--- src/rtl/fvm_pkg.sv ---
`timescale 1ns / 1ps
package fvm_pkg;

  localparam int DUTY_BITS    = 12;
  localparam int ANGLE_BITS   = 14;
  localparam int ANGLE_W      = 16;
  localparam int VOLT_W       = 16;
  localparam int PP_W         = 7;
  localparam int CFG_W        = 16;
  localparam int CFG_IDX_W    = 2;
  localparam int SEC_W        = 3;
  localparam int CS_W         = 18;
  localparam int CZ_W         = 17;
  localparam int CORDIC_STEPS = 14;
  localparam int CORDIC_IDX_W = 4;
  localparam int QDEPTH       = 4;
  localparam int QPTR_W       = 2;

  localparam logic [DUTY_BITS-1:0]  DUTY_MAX  = '1;
  localparam logic [SEC_W-1:0]      SEC_NONE  = 3'd0;
  localparam logic [SEC_W-1:0]      SEC_LAST  = 3'd6;
  localparam logic signed [CS_W-1:0] CORDIC_X0 = 18'sd19898;

  localparam logic MODE_SPWM  = 1'b0;
  localparam logic MODE_SVPWM = 1'b1;

  localparam logic [PP_W-1:0]   RST_PP_COUNT = 7'd7;
  localparam logic [VOLT_W-1:0] RST_SUPPLY     = 16'd3072;
  localparam logic [ANGLE_W-1:0] RST_OFFSET    = 16'd0;

  typedef enum logic [CFG_IDX_W-1:0] {
    REG_PP_COUNT   = 2'd0,
    REG_SUPPLY     = 2'd1,
    REG_OFFSET     = 2'd2,
    REG_MODE       = 2'd3
  } cfg_reg_t;

  typedef logic signed [VOLT_W-1:0] volt_t;

  typedef struct packed {
    logic [PP_W-1:0]    pp_count;
    logic [VOLT_W-1:0]  supply_voltage;
    logic [ANGLE_W-1:0] angle_offset;
    logic               mode;
  } cfg_t;

  // sideband carried with an angle through the sine/cosine pipeline
  typedef struct packed {
    logic [SEC_W-1:0] k;
    volt_t            uq;
  } tag_t;

  typedef struct packed {
    logic [ANGLE_W-1:0] angle;
    tag_t               tag;
  } qitem_t;

  typedef struct packed {
    logic full;
    logic empty;
  } q_stat_t;

  // atan(2^-i) as a fraction of a turn
  function automatic logic signed [CZ_W-1:0] atan_turn(input logic [CORDIC_IDX_W-1:0] idx);
    logic signed [CZ_W-1:0] v;
    case (idx)
      4'd0:    v = 17'sd8192;
      4'd1:    v = 17'sd4836;
      4'd2:    v = 17'sd2555;
      4'd3:    v = 17'sd1297;
      4'd4:    v = 17'sd651;
      4'd5:    v = 17'sd326;
      4'd6:    v = 17'sd163;
      4'd7:    v = 17'sd81;
      4'd8:    v = 17'sd41;
      4'd9:    v = 17'sd20;
      4'd10:   v = 17'sd10;
      4'd11:   v = 17'sd5;
      4'd12:   v = 17'sd3;
      4'd13:   v = 17'sd1;
      default: v = '0;
    endcase
    return v;
  endfunction

endpackage

--- src/rtl/fvm_in_if.sv ---
`timescale 1ns / 1ps
interface fvm_in_if;
  import fvm_pkg::*;
  logic                  valid;
  logic                  ready;
  logic [ANGLE_BITS-1:0] angle_sample;
  logic signed [VOLT_W-1:0] voltage_target;
  modport source (output valid, angle_sample, voltage_target, input ready);
  modport sink   (input valid, angle_sample, voltage_target, output ready);
endinterface

--- src/rtl/fvm_front.sv ---
`timescale 1ns / 1ps
module fvm_front (
  input  logic          clk,
  input  logic          rst_n,
  input  fvm_pkg::cfg_t cfg,
  fvm_in_if.sink        in_ch,
  input  logic          q_full,
  output logic          push,
  output fvm_pkg::qitem_t push_item
);
  import fvm_pkg::*;

  localparam logic [ANGLE_W-1:0] RECIP6 = 16'd43691;
  localparam int RECIP6_SH = 18;

  logic                     en;
  logic [ANGLE_W-1:0]       mech;
  logic [ANGLE_W+PP_W-1:0]  elec_full;
  logic [ANGLE_W+2:0]       p6;
  logic [ANGLE_W:0]         vq;
  logic [2*ANGLE_W+1:0]     xin_full;
  logic [ANGLE_W-1:0]       xin;

  logic               f1_v_r;
  logic [ANGLE_W-1:0] f1_elec_r;
  volt_t              f1_uq_r;
  logic               f2_v_r;
  logic [ANGLE_W-1:0] f2_elec_r;
  logic [SEC_W-1:0]   f2_k_r;
  logic [ANGLE_W:0]   f2_vq_r;
  volt_t              f2_uq_r;

  assign en          = !(f2_v_r && q_full);
  assign in_ch.ready = en;

  // mechanical angle, then electrical angle, both wrapping to one turn
  assign mech      = (ANGLE_W'(in_ch.angle_sample) << (ANGLE_W - ANGLE_BITS)) + cfg.angle_offset;
  assign elec_full = (ANGLE_W+PP_W)'(mech) * (ANGLE_W+PP_W)'(cfg.pp_count);

  // sector split: 6*angle, integer part is the sector, fraction rounded over 6
  assign p6 = ((ANGLE_W+3)'(f1_elec_r) << 2) + ((ANGLE_W+3)'(f1_elec_r) << 1);
  assign vq = (ANGLE_W+1)'(p6[ANGLE_W-1:0]) + (ANGLE_W+1)'(3);

  assign xin_full = (2*ANGLE_W+2)'(f2_vq_r) * (2*ANGLE_W+2)'(RECIP6);
  assign xin      = xin_full[RECIP6_SH +: ANGLE_W];

  assign push              = f2_v_r && !q_full;
  assign push_item.angle   = (cfg.mode == MODE_SVPWM) ? xin : f2_elec_r;
  assign push_item.tag.k   = f2_k_r;
  assign push_item.tag.uq  = f2_uq_r;

  always_ff @(posedge clk) begin
    if (!rst_n) begin
      f1_v_r <= 1'b0;
      f2_v_r <= 1'b0;
    end else if (en) begin
      f1_v_r <= in_ch.valid;
      f2_v_r <= f1_v_r;
    end
  end

  always_ff @(posedge clk) begin
    if (en) begin
      f1_elec_r <= elec_full[ANGLE_W-1:0];
      f1_uq_r   <= in_ch.voltage_target;
      f2_elec_r <= f1_elec_r;
      f2_k_r    <= p6[ANGLE_W+2:ANGLE_W];
      f2_vq_r   <= vq;
      f2_uq_r   <= f1_uq_r;
    end
  end

endmodule

--- src/flat_wrapper.sv ---
// flat-port wrapper written by rule: the top's interface ports become plain ports
module fvm_front_flat import fvm_pkg::*;
  (clk, rst_n, cfg, q_full, push, push_item, in_ch_valid, in_ch_angle_sample, in_ch_voltage_target, in_ch_ready);
  fvm_in_if in_ch_i ();
  input  logic clk;
  input  logic rst_n;
  input  fvm_pkg::cfg_t cfg;
  input  logic q_full;
  output logic push;
  output fvm_pkg::qitem_t push_item;
  input wire logic [$bits(in_ch_i.valid)-1:0] in_ch_valid;
  input wire logic [$bits(in_ch_i.angle_sample)-1:0] in_ch_angle_sample;
  input wire logic [$bits(in_ch_i.voltage_target)-1:0] in_ch_voltage_target;
  output wire logic [$bits(in_ch_i.ready)-1:0] in_ch_ready;
  assign in_ch_i.valid = in_ch_valid;
  assign in_ch_i.angle_sample = in_ch_angle_sample;
  assign in_ch_i.voltage_target = in_ch_voltage_target;
  assign in_ch_ready = in_ch_i.ready;
  fvm_front u_core (.clk(clk), .rst_n(rst_n), .cfg(cfg), .in_ch(in_ch_i), .q_full(q_full), .push(push), .push_item(push_item));
endmodule
--- config.mk ---
export PLATFORM = sky130hd
export DESIGN_NAME = fvm_front_flat
export DESIGN_NICKNAME = d
export VERILOG_FILES = /design/src/rtl/fvm_pkg.sv /design/src/rtl/fvm_in_if.sv /design/src/rtl/fvm_front.sv /design/src/flat_wrapper.sv
export SDC_FILE = /design/constraint.sdc
export NUM_CORES = 1
export LEC_CHECK = 0
export BUFFER_PORTS_ARGS = -buffer_cell sky130_fd_sc_hd__buf_2
export CAP_MARGIN = 20
export CELL_PAD_IN_SITES_DETAIL_PLACEMENT = 0
export CELL_PAD_IN_SITES_GLOBAL_PLACEMENT = 1
export CORE_AREA = 2 2 150 152
export DETAILED_ROUTE_END_ITERATION = 16
export DIE_AREA = 0 0 152 154
export GPL_ROUTABILITY_DRIVEN = 0
export PLACE_DENSITY = 0.88
export SETUP_SLACK_MARGIN = 0.3
export SLEW_MARGIN = 20
export SYNTH_ARGS = -nofsm -noshare
export SYNTH_HDL_FRONTEND = slang
export SYNTH_SLANG_ARGS = --single-unit
--- constraint.sdc ---
create_clock -name clk -period 17.6 [get_ports clk]
set_input_delay 0 -clock clk [delete_from_list [all_inputs] [get_ports clk]]
set_output_delay 0 -clock clk [all_outputs]
set_load 0.02 [all_outputs]
==> results.md <==
- For the finished layout, the period the worst path requires is 7.52 ns.
- The clock-pin slew reported for the worst setup and hold paths after clock tree synthesis is approximately 0.060 ns.
- For the final routed database, the setup TNS stands at 0 ns.
- Buffers placed on the I/O ports in this run total 94.
- The effective utilization at floorplan is 0.524.
- The cell at the root of the clock tree is sky130_fd_sc_hd__clkbuf_16.
- The final worst clock skew is between 0.009 and 0.01 ns.
- In this run the worst hold path is classified as input pin to register.
- The final hold violation count is 0.
- After the first detailed-routing iteration, the DRC count stood at just under 200.
- A synthesized cell averages 10.3 um^2.
- Fill cells in the final layout number around 1900.
- Summing all placed instances gives a cell area of ~0.012 mm^2.
- The count of nets left with antenna violations once routing finished came out at 0.
- Setup violations remaining at the end of the flow were counted as 0.
- The most area-hungry cell type in the Yosys netlist is sky130_fd_sc_hd__fa_1.
- The endpoint type of the worst setup path is an output port.
- The later-pin clock latency in the skew report is roughly 0.33 ns.
- The cell count after synthesis came out at about 1100.
- The worst setup path is of the register to output port kind.
- The post-place setup slack is ~10 ns.
- At the worst endpoint, the arrival time is 7.52 ns.
- The normalized max-slew margin is 0.499.
- The commonest register cell after synthesis is sky130_fd_sc_hd__edfxtp_1.
- The run finished with clean final reports.
- The area growth from synthesis to layout is 11.6%.
- Synthesis produced a netlist with a net count of 1503.
- The wire length of the first global-routing pass is 38100 um.
- The number of register bits inferred by synthesis is 85.
- Across every metal layer, demand over resource in global routing totals 0.200.
- Sorting the synthesized cells by area gives the leading types as sky130_fd_sc_hd__fa_1 (25%), sky130_fd_sc_hd__edfxtp_1 (22%), sky130_fd_sc_hd__ha_1 (19%).
- The number of global-route vias before repair is around 8000.
- The initial antenna violation count came to 0.
- At the pin with the least slew margin, the transition time is roughly 0.75 ns.
- The sequential share of the synthesized area is 0.223.
- The height of the die is around 150 um.
- In this run, synthesis inferred 83 flip-flops with an integrated enable.
- The first TritonRoute pass finished after 4 iterations.
- The peak clock frequency supported by timing is 133 MHz.
- The finished cells cover around 0.013 mm^2.
- The routed layout has ~7700 vias.
- The worst-case setup margin in the final layout is approximately 10 ns.
- For this run, the number of standard cells in the final layout without fillers is about 1500.
- For this design the top-level I/O count stands at 111.
- The per-cell routed wire length is 14.8 um.
- The routed length on met3 is 533 um.
- After floorplanning, the core was sized to cover roughly 0.022 mm^2.
- STA classifies the critical path startpoint as a register.
- The netlist area before placement is ~0.011 mm^2.
- The number of cells upsized or downsized after cts is 0.
- The total DRC errors in the routed layout is 0.
- Counting along the longest clock path gives a buffer depth of 2.
- The cell row count is 54.
- TritonCTS built the clock tree.
- The count of final max-slew check failures came to 0.
- Of all nets on the critical path, the largest fanout is 7.
- The detailed router put a total of between 9000 and 10000 um of wire on met1.
- The number of buffers inserted during clock tree synthesis is 9.
- The max-capacitance violation count is 0.
- The level count of the clock H-tree is 3.
- Setup repair after global routing left no endpoint under its margin.
- In this run the top signal layer used is met4.
- The tree built by TritonCTS fans out to 85 sinks.
- The area share of the largest cell type after synthesis is 0.252.
- The post-route fraction of the period consumed by the critical path is 0.427.
- Entering global routing, the biggest net connects 86 pins.
- Detailed placement ended at an HPWL of 19000 um.
- Synthesis instantiated between 50 and 60 different standard cells from the library.
- The met2 routed wirelength is 11900 um.
- The net count of the finished layout is 1619.
- After detailed routing, the total wire length is between 20000 and 25000 um.
- At the worst endpoint, the required time is ~18 ns.
- The count of warnings emitted by yosys is 0.
- The total die area is about 0.023 mm^2.
- In the final layout, the share of cells above drive strength 1 is 0.105.
- The share of flip-flops with an asynchronous set or reset after synthesis is 0.
- The width of the chip is 152 um.
- The number of placed instances, taps included, is roughly 1500.
- In the routed layout, each cell is associated on average with a via count of 5.11.
- Summed over all layers, the global routing overflow is 0.
- 0 antenna diodes ended up in the layout.
-- per-layer routing --
layer | vias to the layer above | track usage
li1 | 3814 | -
met1 | 3746 | 0.243
met2 | 126 | 0.378
met3 | 32 | 0.0149
met4 | 0 | 0.0610
met5 | - | 0
-- worst max-delay path, cell delays in order, from the launching register on --
cell and delay [ns]:
sky130_fd_sc_hd__edfxtp_1 0.55, sky130_fd_sc_hd__inv_1 0.24, sky130_fd_sc_hd__ha_1 0.36, sky130_fd_sc_hd__inv_1 0.13, sky130_fd_sc_hd__fa_1 0.50, sky130_fd_sc_hd__inv_1 0.05, sky130_fd_sc_hd__fa_1 0.49, sky130_fd_sc_hd__inv_1 0.05
sky130_fd_sc_hd__fa_1 0.54, sky130_fd_sc_hd__fa_1 0.56, sky130_fd_sc_hd__inv_1 0.07, sky130_fd_sc_hd__fa_1 0.54, sky130_fd_sc_hd__inv_1 0.04, sky130_fd_sc_hd__ha_1 0.32, sky130_fd_sc_hd__and4_1 0.24, sky130_fd_sc_hd__and3_1 0.16
sky130_fd_sc_hd__o221ai_1 0.10, sky130_fd_sc_hd__o221ai_1 0.60, sky130_fd_sc_hd__a41oi_1 0.39, sky130_fd_sc_hd__o311ai_1 0.49, sky130_fd_sc_hd__a21oi_1 0.14, sky130_fd_sc_hd__xor2_1 0.16, sky130_fd_sc_hd__mux2_2 0.27, sky130_fd_sc_hd__buf_2 0.16
-- cell usage after synthesis (11+ instances only) --
master and instances:
sky130_fd_sc_hd__fa_1 143, sky130_fd_sc_hd__nand3_1 14, sky130_fd_sc_hd__xor2_1 21, sky130_fd_sc_hd__nand2_1 61
sky130_fd_sc_hd__and2_1 50, sky130_fd_sc_hd__edfxtp_1 83, sky130_fd_sc_hd__a21o_1 17, sky130_fd_sc_hd__a21oi_1 34
sky130_fd_sc_hd__xnor2_1 47, sky130_fd_sc_hd__nor2b_1 11, sky130_fd_sc_hd__nor2_1 30, sky130_fd_sc_hd__ha_1 177
sky130_fd_sc_hd__nor3_1 12, sky130_fd_sc_hd__o21ai_0 28, sky130_fd_sc_hd__inv_1 276, sky130_fd_sc_hd__mux2_2 11
-- what timing repair did --
action / 4_1_cts / 5_1_grt
endpoints found under the hold margin: 18 / 0
hold buffers: 20 / 0
setup buffers: 0 / 0
-- placed cells by master, fill, tap and decap left out, drive strengths merged, types with 3 or more instances in the layout --
| master | Yosys | layout |
|---|---|---|
| nor2b | 11 | 11 |
| xnor3 | 3 | 3 |
| a31oi | 3 | 3 |
| nand3 | 14 | 14 |
| mux2 | 11 | 11 |
| clkbuf | 9 | 9 |
| nand4 | 3 | 3 |
| or3 | 3 | 3 |
| o31ai | 3 | 3 |
| fa | 143 | 143 |
| and2 | 51 | 51 |
| dlygate4sd3 | 0 | 20 |
| inv | 276 | 279 |
| edfxtp | 83 | 83 |
| a41oi | 3 | 3 |
| and3 | 9 | 9 |
| xnor2 | 47 | 47 |
| and4 | 3 | 3 |
| o21a | 5 | 5 |
| o21ai | 28 | 28 |
| a21oi | 34 | 34 |
| o21bai | 7 | 7 |
| nand2 | 61 | 61 |
| buf | 1 | 95 |
| nand2b | 6 | 6 |
| xor2 | 21 | 21 |
| nor2 | 30 | 30 |
| nor3 | 12 | 12 |
| o2111ai | 4 | 4 |
| ha | 177 | 177 |
| o211ai | 3 | 3 |
| a21o | 17 | 17 |
-- registers in the layout (all words and copies together) (netlist names) --
register,flops
u_core.f2_vq_r,16
u_core.f1_v_r,1
u_core.f2_k_r,3
u_core.f1_elec_r,16
u_core.f2_uq_r,16
u_core.f1_uq_r,16
u_core.f2_elec_r,16
u_core.f2_v_r,1
-- cell type report --
cell class / instances / area (um^2) / share of cell area
clock buffers: 9 / 225 / 0.0177
clock inverters: 7 / 80.1 / 0.00631
inverters: 276 / 1040 / 0.0816
multi-input cells: 738 / 7770 / 0.612
flip-flops and latches: 85 / 2530 / 0.200
well taps: 280 / 350 / 0.0276
repair buffers: 115 / 698 / 0.0550
-- per-stage QoR --
stage / utilization / hold WS (ns)
6_report: 0.585 / 0.0743
5_1_grt: 0.585 / 0.0987
4_1_cts: 0.584 / 0.0676
2_1_floorplan: - / 0.0781
3_3_place_gp: 0.561 / 0.177
3_5_place_dp: 0.561 / 0.179
-- cells by family (layout without fill, tap and decap cells) --
logic type	after synthesis	after routing	synth area share
AND/OR/NAND/NOR	211	211	0.0957
adder cells (fa/ha/maj)	320	320	0.447
multiplexers	12	12	0.0118
AO/OA/AOI/OAI	124	124	0.0704
flip-flops	85	85	0.223
buffers and inverters	286	407	0.0944
XOR/XNOR	71	71	0.0583
-- final timing paths --
path / end / depth (start not counted) / slack [ns] / start
setup / recovery: push_item[33] / 23 / 10.08 / u_core.f2_vq_r[2]
hold / removal: u_core.f1_elec_r[0] / 2 / 0.07 / cfg[1]
setup reg to reg: u_core.f2_vq_r[15] / 11 / 14.39 / u_core.f1_elec_r[1]
hold reg to reg: u_core.f2_uq_r[11] / 0 / 0.42 / u_core.f1_uq_r[11]
Power is left out: the tool's default activity adds up to more than one toggle a clock period on the data nets, which glitch-free logic cannot reach.
