File: src/rtl/fvm_pkg.sv
`timescale 1ns / 1ps
package fvm_pkg;

  localparam int DUTY_BITS    = 12;
  localparam int ANGLE_BITS   = 14;
  localparam int ANGLE_W      = 16;
  localparam int VOLT_W       = 16;
  localparam int PP_W         = 7;
  localparam int CFG_W        = 16;
  localparam int CFG_IDX_W    = 2;
  localparam int SEC_W        = 3;
  localparam int CS_W         = 18;
  localparam int CZ_W         = 17;
  localparam int CORDIC_STEPS = 14;
  localparam int CORDIC_IDX_W = 4;
  localparam int QDEPTH       = 4;
  localparam int QPTR_W       = 2;

  localparam logic [DUTY_BITS-1:0]  DUTY_MAX  = '1;
  localparam logic [SEC_W-1:0]      SEC_NONE  = 3'd0;
  localparam logic [SEC_W-1:0]      SEC_LAST  = 3'd6;
  localparam logic signed [CS_W-1:0] CORDIC_X0 = 18'sd19898;

  localparam logic MODE_SPWM  = 1'b0;
  localparam logic MODE_SVPWM = 1'b1;

  localparam logic [PP_W-1:0]   RST_PP_COUNT = 7'd7;
  localparam logic [VOLT_W-1:0] RST_SUPPLY     = 16'd3072;
  localparam logic [ANGLE_W-1:0] RST_OFFSET    = 16'd0;

  typedef enum logic [CFG_IDX_W-1:0] {
    REG_PP_COUNT   = 2'd0,
    REG_SUPPLY     = 2'd1,
    REG_OFFSET     = 2'd2,
    REG_MODE       = 2'd3
  } cfg_reg_t;

  typedef logic signed [VOLT_W-1:0] volt_t;

  typedef struct packed {
    logic [PP_W-1:0]    pp_count;
    logic [VOLT_W-1:0]  supply_voltage;
    logic [ANGLE_W-1:0] angle_offset;
    logic               mode;
  } cfg_t;

  // sideband carried with an angle through the sine/cosine pipeline
  typedef struct packed {
    logic [SEC_W-1:0] k;
    volt_t            uq;
  } tag_t;

  typedef struct packed {
    logic [ANGLE_W-1:0] angle;
    tag_t               tag;
  } qitem_t;

  typedef struct packed {
    logic full;
    logic empty;
  } q_stat_t;

  // atan(2^-i) as a fraction of a turn
  function automatic logic signed [CZ_W-1:0] atan_turn(input logic [CORDIC_IDX_W-1:0] idx);
    logic signed [CZ_W-1:0] v;
    case (idx)
      4'd0:    v = 17'sd8192;
      4'd1:    v = 17'sd4836;
      4'd2:    v = 17'sd2555;
      4'd3:    v = 17'sd1297;
      4'd4:    v = 17'sd651;
      4'd5:    v = 17'sd326;
      4'd6:    v = 17'sd163;
      4'd7:    v = 17'sd81;
      4'd8:    v = 17'sd41;
      4'd9:    v = 17'sd20;
      4'd10:   v = 17'sd10;
      4'd11:   v = 17'sd5;
      4'd12:   v = 17'sd3;
      4'd13:   v = 17'sd1;
      default: v = '0;
    endcase
    return v;
  endfunction

endpackage

File: src/rtl/fvm_queue.sv
`timescale 1ns / 1ps
module fvm_queue (
  input  logic             clk,
  input  logic             rst_n,
  input  logic             push,
  input  fvm_pkg::qitem_t  push_item,
  input  logic             pop,
  output fvm_pkg::qitem_t  pop_item,
  output fvm_pkg::q_stat_t stat
);
  import fvm_pkg::*;

  qitem_t              mem_r [QDEPTH];
  logic [QPTR_W-1:0]   wr_ptr_r;
  logic [QPTR_W-1:0]   rd_ptr_r;
  logic [QPTR_W:0]     cnt_r;

  assign stat.full  = (cnt_r == (QPTR_W+1)'(QDEPTH));
  assign stat.empty = (cnt_r == '0);
  assign pop_item   = mem_r[rd_ptr_r];

  always_ff @(posedge clk) begin
    if (!rst_n) begin
      wr_ptr_r <= '0;
      rd_ptr_r <= '0;
      cnt_r    <= '0;
    end else begin
      if (push) wr_ptr_r <= wr_ptr_r + QPTR_W'(1);
      if (pop)  rd_ptr_r <= rd_ptr_r + QPTR_W'(1);
      if (push && !pop)      cnt_r <= cnt_r + (QPTR_W+1)'(1);
      else if (pop && !push) cnt_r <= cnt_r - (QPTR_W+1)'(1);
    end
  end

  always_ff @(posedge clk) begin
    if (push) mem_r[wr_ptr_r] <= push_item;
  end

endmodule

File: config.mk
export PLATFORM = sky130hd
export DESIGN_NAME = fvm_queue
export DESIGN_NICKNAME = d
export VERILOG_FILES = /design/src/rtl/fvm_pkg.sv /design/src/rtl/fvm_queue.sv
export SDC_FILE = /design/constraint.sdc
export NUM_CORES = 1
export LEC_CHECK = 0
export BUFFER_PORTS_ARGS = -buffer_cell sky130_fd_sc_hd__buf_2
export CAP_MARGIN = 15
export CORE_UTILIZATION = 50
export CTS_CLUSTER_SIZE = 30
export DETAILED_ROUTE_END_ITERATION = 7
export PLACE_DENSITY = 0.71
export SETUP_SLACK_MARGIN = 0.02
export SLEW_MARGIN = 20
export SYNTH_ARGS = -nofsm -noshare
export SYNTH_HDL_FRONTEND = slang
export SYNTH_SLANG_ARGS = --single-unit
File: constraint.sdc
create_clock -name clk -period 4.85 [get_ports clk]
set_clock_uncertainty 0.05 [all_clocks]
set_input_delay 0 -clock clk [delete_from_list [all_inputs] [get_ports clk]]
set_output_delay 0 -clock clk [all_outputs]
set_load 0.03 [all_outputs]
==> results of run 1 <==
[path summary, 6_finish.rpt]
path | cells after the start | end | from
max | 3 | pop_item[21] | flop
min | 2 | mem_r[3][21] | push_item[21]
max reg2reg | 2 | mem_r[3][15] | wr_ptr_r[0]
min reg2reg | 2 | cnt_r[2] | cnt_r[2]
[critical path, stage by stage, from the launching register on]
cell and delay, ns:
dfxtp_2 0.78, buf_4 0.46, mux4_1 0.60, buf_2 0.20
[state kept, by name, indices dropped and copies added, names as in the netlist, named ones only]
register	flops
cnt_r	3
mem_r	140
rd_ptr_r	2
wr_ptr_r	2
[per-stage QoR]
step / instances / hold WS (ns)
final: 505 / 0.1803
after global routing: 505 / 0.1679
after CTS: 505 / 0.1515
after detailed placement: 434 / 0.1689
after global placement: 434 / 0.1604
after floorplan: 226 / 0.04887
[timing repair]
| item | CTS | global route |
|---|---|---|
| hold buffers | 39 | 0 |
| endpoints found under the hold margin | 149 | 0 |
| setup endpoints to repair | 0 | 0 |
[cell families (layout without fill, tap and decap cells)]
kind of cell / after synthesis / after routing / synth area share (%)
adders and majority gates: 6 / 6 / 1.489
and+or+nand+nor: 15 / 15 / 1.646
xor gates and xnor gates: 5 / 5 / 0.7895
DFF: 149 / 149 / 79.03
AOI/OAI and AO/OA: 2 / 2 / 0.2255
muxes: 37 / 37 / 14.91
buffers and inverters: 12 / 151 / 1.917
[report_power, final]
| group | total [mW] | switching, mW | internal, mW |
|---|---|---|---|
| Clock | 1.37 | 0.483 | 0.883 |
| Combinational | 0.353 | 0.206 | 0.147 |
| Sequential | 1.51 | 0.0380 | 1.48 |
[routing by layer]
layer  vias to the layer above  part of all wire [%]  wire length (um)  global-route usage (%)
li1                       1201                     -                 -                       -
met1                      1329                    42              3914                   21.68
met2                        71                    52              4936                   31.11
met3                        14                   4.6               435                   5.872
met4                         0                   1.3               123                   6.751
met5                         -                     0                 0                       0
[cell usage in the layout, fill, tap and decap left out, drive strengths merged]
master,synthesis,routed
a21boi,1,1
and2,9,9
buf,7,76
bufinv,0,5
clkbuf,1,18
clkinv,0,7
clkinvlp,0,2
dfxtp,9,9
dlygate4sd3,0,39
edfxtp,140,140
fa,1,1
ha,5,5
inv,4,4
mux2i,2,2
mux4,35,35
nand2,1,1
nor2b,2,2
nor3,1,1
nor3b,1,1
o21ai,1,1
or3,1,1
xnor2,2,2
xor2,3,3
[final cells by class]
type	count	share of cell area, %
inverter	4	0.2133
timing repair buffer	115	10.98
tap	140	2.488
clock buffer	18	5.937
clock inverter	14	2.968
multi-input combinational	65	15.09
sequential	149	62.32
==> out/metrics.cfg, run 1 <==
[yosys]
synthTopCellsByCount=edfxtp_1 (140), mux4_2 (30), and2_1 (9), dfxtp_1 (9)
synth-edff-count=140
yosysSeqAreaShare_pct=79.03
ys_async_sr_fraction_pct=0
ys_top_cells_by_area=edfxtp_1 (76%), mux4_2 (12%), dfxtp_1 (3.2%), mux4_1 (2.4%), ha_1 (1.1%)
ys_types=22
synthCells=226
synth_fp_nets=271
synth_flop_cell=edfxtp_1
yosys_warnings=0
ys_ff_latch=149
synth_most_common_cell=edfxtp_1
yosys.area.top_type=edfxtp_1
synth.top_cell.area_share_pct=75.78
synth.avg_cell_area_um2=24.55
netlist_area_mm2=0.005548

[sta]
rsz0062_at_grt=no
setup_viol=0
slew_headroom_pct=35.52
worst_pin_slew_ns=0.9672
slew_violations=0
finalWorstSetupSlack_ns=2.236
layout_min_cycle_time_ns=2.614
tns_ns=0
fmax_mhz=382.6
hold_viol=0
period_share_pct=53.89

[routing]
num_vias=2615
wl_per_cell_um=18.63
drt_iter0_markers=102
first_pass_iters=6
ant_nets=0
remaining_drc_errors=0
routed_wl_um=9409
via_per_inst=5.178

[clock_network]
tritoncts=done
cts_resized=0
cts_max_level=4
cts_sinks=149
path_clk_slew_ns=0.06
clk_root_buffer_cell=clkbuf_8
cts_buffers=17
insertion_delay_ns=0.52
postCtsSetupRepairBufs=0
max-clock-path-buffers=2

[setup_path]
r2r_setup_slack_ns=3.05
critPathRequiredTime_ns=4.80
endpoint_kind=output port
arrival_ns=2.56
worstSetupPathType=flop to output port
crit_path_max_fanout=19
critPathLaunchType=flop

[layout]
num-fill-cells=742
fin_area_mm2=0.007039
nNetsFinal=397
areaGrowthSynthToFinish_pct=26.88
multiInputGateArea_mm2=0.001062
antenna_cells=0
final_layout_size_suffix_gt1_share_pct=38.63
register_area_mm2=0.004387
post-route-util_pct=64.94

[floorplanning]
pin_count=76
coreArea_mm2=0.01084
die_area_mm2=0.01152
initial_core_util_pct=51.18
dieHeight_um=107.3
die_w_um=107.3
rows=38

[status]
outcome=completed

[placement]
dpl_cell_area_mm2=0.006022
place.gp.congestion=0.6644
place_hpwl_um=5194
dp_worst_setup_slack_ns=2.735
port-buffer-count=75

[global_route]
antenna_found_initial=0
grt_pass1_wl_um=14510
grt_pass1_vias=2785
grt_max_degree=36
grt_remaining_overflow=0
grt_use_total_pct=18.22

[pwr]
leakagePower_nw=2.466
ir_worst_vdd_mv=0.2313
p_per_area_mw_per_mm2=459.4
power_mw=3.234

[min_path]
hp-class=primary input to flop

[flow_run]
cap_violations=0

(Power assumes the default switching activity.)
==> run 2, diff against run 1 <==
--- a/config.mk
+++ b/config.mk
@@ -10,7 +10,7 @@
 export CORE_UTILIZATION = 50
 export CTS_CLUSTER_SIZE = 30
 export DETAILED_ROUTE_END_ITERATION = 7
-export PLACE_DENSITY = 0.71
+export PLACE_DENSITY = 0.74
 export SETUP_SLACK_MARGIN = 0.02
 export SLEW_MARGIN = 20
 export SYNTH_ARGS = -nofsm -noshare
==> constraint.sdc (replaced) <==
create_clock -name clk -period 2.1 [get_ports clk]
set_clock_uncertainty 0.05 [all_clocks]
set_input_delay 0 -clock clk [delete_from_list [all_inputs] [get_ports clk]]
set_output_delay 0 -clock clk [all_outputs]
set_load 0.03 [all_outputs]
==> run 2 against run 1 <==
  * Via count rose by 2.9%
  * Non-clock buffer count is 5 higher
  * Flip-flop and latch count stayed put
  * Register-to-register slack worse by 2.8 ns
  * Setup slack got worse by 2.1 ns
  * First-iteration DRC count rose by 43%
  * Utilization grew 0.21 points
  * Global-route usage increased by 0.37 points
  * Die area unchanged
==> out/metrics.cfg, run 2 (synthesis results as in run 1) <==
[status]
outcome=completed  ; unchanged

[routing]
remaining_drc_errors=0  ; unchanged
num_vias=2690  ; was 2,615
ant_nets=0  ; unchanged
drt_iter0_markers=146  ; was 102
via_per_inst=5.275  ; was 5.178
routed_wl_um=9651  ; was 9409 um
first_pass_iters=5  ; was 6
wl_per_cell_um=18.92  ; was 18.63 um

[layout]
final_cell_mix=edfxtp_1 (140), buf_2 (74), dlygate4sd3_1 (39)  ; was edfxtp_1 (140), buf_2 (75), dlygate4sd3_1 (39)
multiInputGateArea_mm2=0.001055  ; was 0.001062 mm2
final_common_cell=edfxtp_1  ; unchanged
areaGrowthSynthToFinish_pct=27.29  ; was 26.88%
register_area_mm2=0.004389  ; was 0.004387 mm2
num-fill-cells=723  ; was 742
final_layout_size_suffix_gt1_share_pct=39.73  ; was 38.63%
fin_area_mm2=0.007062  ; was 0.007039 mm2
antenna_cells=0  ; unchanged
nNetsFinal=402  ; was 397
top_regs=mem_r: 140 flops, cnt_r: 3 flops  ; unchanged
regMostFlops=mem_r  ; unchanged
largest_reg_flops=140  ; unchanged

[sta]
rsz0062_at_grt=no  ; unchanged
finalWorstSetupSlack_ns=0.1163  ; was 2.236 ns
slew_violations=0  ; unchanged
slew_headroom_pct=36.65  ; was 35.52%
period_share_pct=94.46
setup_viol=0  ; unchanged
hold_slack_ns=0.1743  ; was 0.1803 ns
worst_pin_slew_ns=0.9503  ; was 0.9672 ns
tns_ns=0  ; unchanged
fmax_mhz=504.1
layout_min_cycle_time_ns=1.984
hold_viol=0  ; unchanged

[setup_path]
path_buf_inv=2  ; unchanged
critPathRequiredTime_ns=2.05  ; was 4.80 ns
rr_worst_depth=3  ; was 2
reg2reg_to=mem_r[2][10]  ; was mem_r[3][15]
worstSetupPathType=flop to output port  ; unchanged
cpLargestDelayFamily=multiplexers  ; was flip-flops
critPathSlowestCell=mux4_2  ; was dfxtp_2
endpoint_kind=output port  ; unchanged
arrival_ns=1.93  ; was 2.56 ns
r2r_setup_slack_ns=0.29  ; was 3.05 ns
crit_chain=buf_12, mux4_2, buf_2  ; was buf_4, mux4_1, buf_2
crit_path_max_fanout=15  ; was 19
critPathLaunchType=flop  ; unchanged
critPathMaxStageDelay_ns=0.54  ; was 0.78 ns
rr_startpoint=wr_ptr_r[0]  ; unchanged

[pwr]
ir_worst_vdd_mv=0.4882  ; was 0.2313 mV
power_mw=7.165  ; was 3.234 mW
leakagePower_nw=2.467  ; was 2.466 nW
p_per_area_mw_per_mm2=1015  ; was 459.4 mW/mm2

[placement]
dpl_cell_area_mm2=0.006090  ; was 0.006022 mm2
place_hpwl_um=5418  ; was 5194 um
port-buffer-count=75  ; unchanged
place.gp.congestion=0.6830  ; was 0.6644
dp_worst_setup_slack_ns=0.2739  ; was 2.735 ns

[global_route]
antenna_found_initial=0  ; unchanged
grt_remaining_overflow=0  ; unchanged
grt_pass1_wl_um=14800  ; was 14,510 um
grt_use_total_pct=18.59  ; was 18.22%
grt_max_degree=36  ; unchanged
grt_pass1_vias=2852  ; was 2,785

[clock_network]
cts_max_level=4  ; unchanged
insertion_delay_ns=0.53  ; was 0.52 ns
max-clock-path-buffers=2  ; unchanged
cts_buffers=17  ; unchanged
path_clk_slew_ns=0.06  ; about the same
clk_root_buffer_cell=clkbuf_8  ; unchanged
cts_sinks=149  ; unchanged
tritoncts=done  ; unchanged
postCtsSetupRepairBufs=0  ; unchanged

[floorplanning]
dieHeight_um=107.3  ; unchanged
pin_count=76  ; unchanged
initial_core_util_pct=51.18  ; unchanged
coreArea_mm2=0.01084  ; unchanged
die_w_um=107.3  ; unchanged
die_area_mm2=0.01152  ; unchanged
rows=38  ; unchanged

[min_path]
hp-class=primary input to flop  ; unchanged
min_to=mem_r[0][29]  ; was mem_r[3][21]
min_path_cells=2  ; unchanged
min-delay-start=push_item[29]  ; was push_item[21]

[flow_run]
cap_violations=0  ; unchanged

run 2: cell types whose count changed in the layout (fill, tap and decap cells not counted), moves of 2 or more:
cell,before,now
mux4_1,5,3
mux4_2,30,32
buf_12,0,3
buf_4,1,3
clkbuf_1,1,3
bufinv_16,5,2
run 2: layer usage:
layer | vias up | track usage [%] | wire [um]
li1 | 1207 | - | -
met1 | 1395 | 22.75 | 4117
met2 | 74 | 30.28 | 4963
met3 | 14 | 6.295 | 398
met4 | 0 | 8.023 | 172
met5 | - | 0 | 0
run 2: through the flow:
step / util [%] / cells
2_1_floorplan: - / 226
3_3_place_gp: 56.18 / 438
3_5_place_dp: 56.18 / 438
4_1_cts: 65.14 / 510
5_1_grt: 65.14 / 510
6_report: 65.14 / 510
run 2: area by class of cell:
cell class | instances | share of cell area, %
Clock buffer | 20 | 6.024
Clock inverter | 12 | 1.860
Inverter | 4 | 0.2126
Multi-Input combinational cell | 65 | 14.94
Sequential cell | 149 | 62.15
Tap cell | 140 | 2.481
Timing Repair Buffer | 120 | 12.33
run 2: power by group:
group | switching [mW] | leakage (nW) | internal (mW) | total, mW
logic | 0.507 | 0.842 | 0.369 | 0.876
registers | 0.0661 | 1.36 | 3.41 | 3.48
clock network | 1.12 | 0.263 | 1.69 | 2.81
run 2: worst max path at each step:
stage	start	end	cells after the start
4_1_cts	flop	pop_item[0]	3
3_5_place_dp	wr_ptr_r[0]	mem_r[0][27]	3
5_1_grt	flop	pop_item[20]	3
3_3_place_gp	wr_ptr_r[0]	mem_r[2][5]	3
2_1_floorplan	wr_ptr_r[0]	mem_r[2][0]	3
6_report	flop	pop_item[0]	3
run 2: repair_timing:
item	CTS	global route
resized for setup	5	0
endpoints found under the setup margin	30	0
hold buffers	39	0
hold endpoints to repair	149	0
==> run 3, diff against run 2 <==
--- a/config.mk
+++ b/config.mk
@@ -5,12 +5,12 @@
 export SDC_FILE = /design/constraint.sdc
 export NUM_CORES = 1
 export LEC_CHECK = 0
-export BUFFER_PORTS_ARGS = -buffer_cell sky130_fd_sc_hd__buf_2
+export BUFFER_PORTS_ARGS = -buffer_cell sky130_fd_sc_hd__clkbuf_2
 export CAP_MARGIN = 15
 export CORE_UTILIZATION = 50
 export CTS_CLUSTER_SIZE = 30
 export DETAILED_ROUTE_END_ITERATION = 7
-export PLACE_DENSITY = 0.74
+export PLACE_DENSITY = 0.71
 export SETUP_SLACK_MARGIN = 0.02
 export SLEW_MARGIN = 20
 export SYNTH_ARGS = -nofsm -noshare
==> constraint.sdc (replaced) <==
create_clock -name clk -period 2.45 [get_ports clk]
set_clock_uncertainty 0.05 [all_clocks]
set_input_delay 0 -clock clk [delete_from_list [all_inputs] [get_ports clk]]
set_output_delay 0 -clock clk [all_outputs]
set_load 0.03 [all_outputs]
==> run 3 against run 2 <==
  * Wire length down 1.3%
  * Hold slack better by 0.020 ns
  * Non-clock buffer count increased by 2
  * Utilization increased by 0.12 points
  * Combinational power down 14%
  * Sequential power fell by 15%
  * Critical path depth unchanged
  * Sequential share of layout area decreased by 0.15 points
  * Count of clock-buffer cells in the layout increased by 1
  * Cell count is 0.39% higher
==> out/metrics.cfg, run 3 (synthesis results as in run 1) <==
[status]
outcome=completed  ; unchanged

[setup_path]
critPathRequiredTime_ns=2.40  ; was 2.05 ns
crit_end=pop_item[21]  ; was pop_item[0]
reg2reg_to=mem_r[3][1]  ; was mem_r[2][10]
rr_worst_depth=3  ; unchanged
worstSetupPathType=flop to output port  ; unchanged
endpoint_kind=output port  ; unchanged
crit_path_max_fanout=13  ; was 15
arrival_ns=1.97  ; was 1.93 ns
r2r_setup_slack_ns=0.82  ; was 0.29 ns
critPathLaunchType=flop  ; unchanged
rr_startpoint=wr_ptr_r[0]  ; unchanged

[sta]
setup_viol=0  ; unchanged
slew_violations=0  ; unchanged
fmax_mhz=496.2
slew_headroom_pct=67.51  ; was 36.65%
hold_viol=0  ; unchanged
hold_slack_ns=0.1948  ; was 0.1743 ns
period_share_pct=82.26
worst_pin_slew_ns=0.4873  ; was 0.9503 ns
rsz0062_at_grt=no  ; unchanged
layout_min_cycle_time_ns=2.015
tns_ns=0  ; unchanged

[global_route]
grt_pass1_wl_um=15080  ; was 14,800 um
antenna_found_initial=0  ; unchanged
grt_use_total_pct=18.66  ; was 18.59%
grt_remaining_overflow=0  ; unchanged
grt_max_degree=23  ; was 36
grt_pass1_vias=2894  ; was 2,852

[pwr]
leakagePower_nw=2.505  ; was 2.467 nW
p_sw_share_pct=22.78  ; was 23.70%
seq_power_share_pct=48.1  ; was 48.5%
intPower_mw=4.769  ; was 5.467 mW
clkPwrFrac_pct=39.7  ; was 39.3%
net-switching-power_mw=1.407  ; was 1.698 mW
power_frac_comb_pct=12.2  ; about the same
p_per_area_mw_per_mm2=873.1  ; was 1015 mW/mm2
power_mw=6.177  ; was 7.165 mW
ir_worst_vdd_mv=0.4408  ; was 0.4882 mV

[placement]
place.gp.congestion=0.7183  ; was 0.6830
place_hpwl_um=5801  ; was 5418 um
dp_cells=442  ; was 438
port-buffer-count=75  ; unchanged

[clock_network]
cts_buffers=17  ; unchanged
clk_root_buffer_cell=clkbuf_8  ; unchanged
postCtsSetupRepairBufs=0  ; unchanged
cts_sinks=149  ; unchanged
tritoncts=done  ; unchanged
insertion_delay_ns=0.52  ; was 0.53 ns
cts_resized=0  ; was 5
cts_max_level=4  ; unchanged
path_clk_slew_ns=0.06  ; about the same
max-clock-path-buffers=2  ; unchanged

[layout]
regMostFlops=mem_r  ; unchanged
instances_no_fill=512  ; was 510
final_common_cell=edfxtp_1  ; unchanged
register_area_mm2=0.004387  ; was 0.004389 mm2
nNetsFinal=404  ; was 402
num-fill-cells=756  ; was 723
final_layout_size_suffix_gt1_share_pct=38.98  ; was 39.73%
largest_reg_flops=140  ; unchanged
final_cell_mix=edfxtp_1 (140), clkbuf_2 (75), dlygate4sd3_1 (38)  ; was edfxtp_1 (140), buf_2 (74), dlygate4sd3_1 (39)
top_regs=mem_r: 140 flops, cnt_r: 3 flops  ; unchanged
areaGrowthSynthToFinish_pct=27.51  ; was 27.29%
antenna_cells=0  ; unchanged
multiInputGateArea_mm2=0.001062  ; was 0.001055 mm2

[routing]
via_per_inst=5.260  ; was 5.275
num_vias=2693  ; was 2,690
remaining_drc_errors=0  ; unchanged
drt_iter0_markers=119  ; was 146
routed_wl_um=9523  ; was 9651 um
ant_nets=0  ; unchanged
wl_per_cell_um=18.60  ; was 18.92 um
first_pass_iters=6  ; was 5

[min_path]
hp-class=primary input to flop  ; unchanged

[floorplanning]
initial_core_util_pct=51.18  ; unchanged
coreArea_mm2=0.01084  ; unchanged
pin_count=76  ; unchanged
dieHeight_um=107.3  ; unchanged
die_w_um=107.3  ; unchanged
rows=38  ; unchanged
die_area_mm2=0.01152  ; unchanged

[flow_run]
cap_violations=0  ; unchanged

==> run 3: changes by cell type in the layout (fill, tap and decap cells not counted), moves of 2 or more <==
cell,before,now
buf_2,74,0
buf_4,3,5
clkbuf_2,0,75
clkinv_1,1,3
clkinv_4,3,0
clkinvlp_4,3,1
mux4_1,3,5
mux4_2,32,30
==> run 3: cell type report <==
class	count	area share [%]
clock buffers	21	6.067
inverters	4	0.2122
flip-flops and latches	149	62.01
repair buffers	122	12.35
multi-input cells	65	15.02
clock inverters	11	1.875
well taps	140	2.476
==> run 3: power by group through the flow <==
stage	logic (mW)	registers [mW]	clock network, mW
2_1_floorplan	0.511	3.00	0
6_report	0.753	2.97	2.45
4_1_cts	0.764	2.97	2.50
5_1_grt	0.807	2.98	2.60
3_5_place_dp	0.714	3.03	0
3_3_place_gp	0.704	3.02	0
==> run 3: worst max-delay path: stages, from the launching register on <==
cell and delay, ns:
dfxtp_2 0.35, buf_4 0.29, mux4_1 0.61, clkbuf_2 0.21
==> run 3: through the flow <==
| stage | utilization (%) | instance area [um2] | worst slack (ns) |
|---|---|---|---|
| final | 65.26 | 7074 | 0.4347 |
| after detailed placement | 56.57 | 6132 | 0.8066 |
| after global routing | 65.26 | 7074 | 0.3376 |
| after floorplan | - | 5548 | 0.6074 |
| after global placement | 56.57 | 6132 | 0.8546 |
| after CTS | 65.26 | 7074 | 0.3873 |
==> run 3: worst min-delay path by stage <==
| stage | from | to | slack, ns | depth (start not counted) |
|---|---|---|---|---|
| global placement | push_item[0] | mem_r[2][0] | 0.17 | 1 |
| finish | push_item[0] | mem_r[1][0] | 0.19 | 2 |
| global route | push_item[0] | mem_r[1][0] | 0.19 | 2 |
| floorplan | push_item[0] | mem_r[0][0] | 0.05 | 0 |
| CTS | push_item[0] | mem_r[1][0] | 0.16 | 2 |
| detailed placement | push_item[33] | mem_r[3][33] | 0.17 | 1 |
==> run 3: layer usage <==
metal  track usage, %  up-vias  routed length (um)
met5                0        -                   0
met4            7.143        0                 115
met3            5.690       14                 462
met2            30.51       76                4907
met1            23.60     1392                4037
li1                 -     1211                   -
==> run 3: what timing repair did <==
item | 4_1_cts | 5_1_grt
setup endpoints to repair | 0 | 0
hold endpoints to repair | 149 | 0
hold buffers | 38 | 0
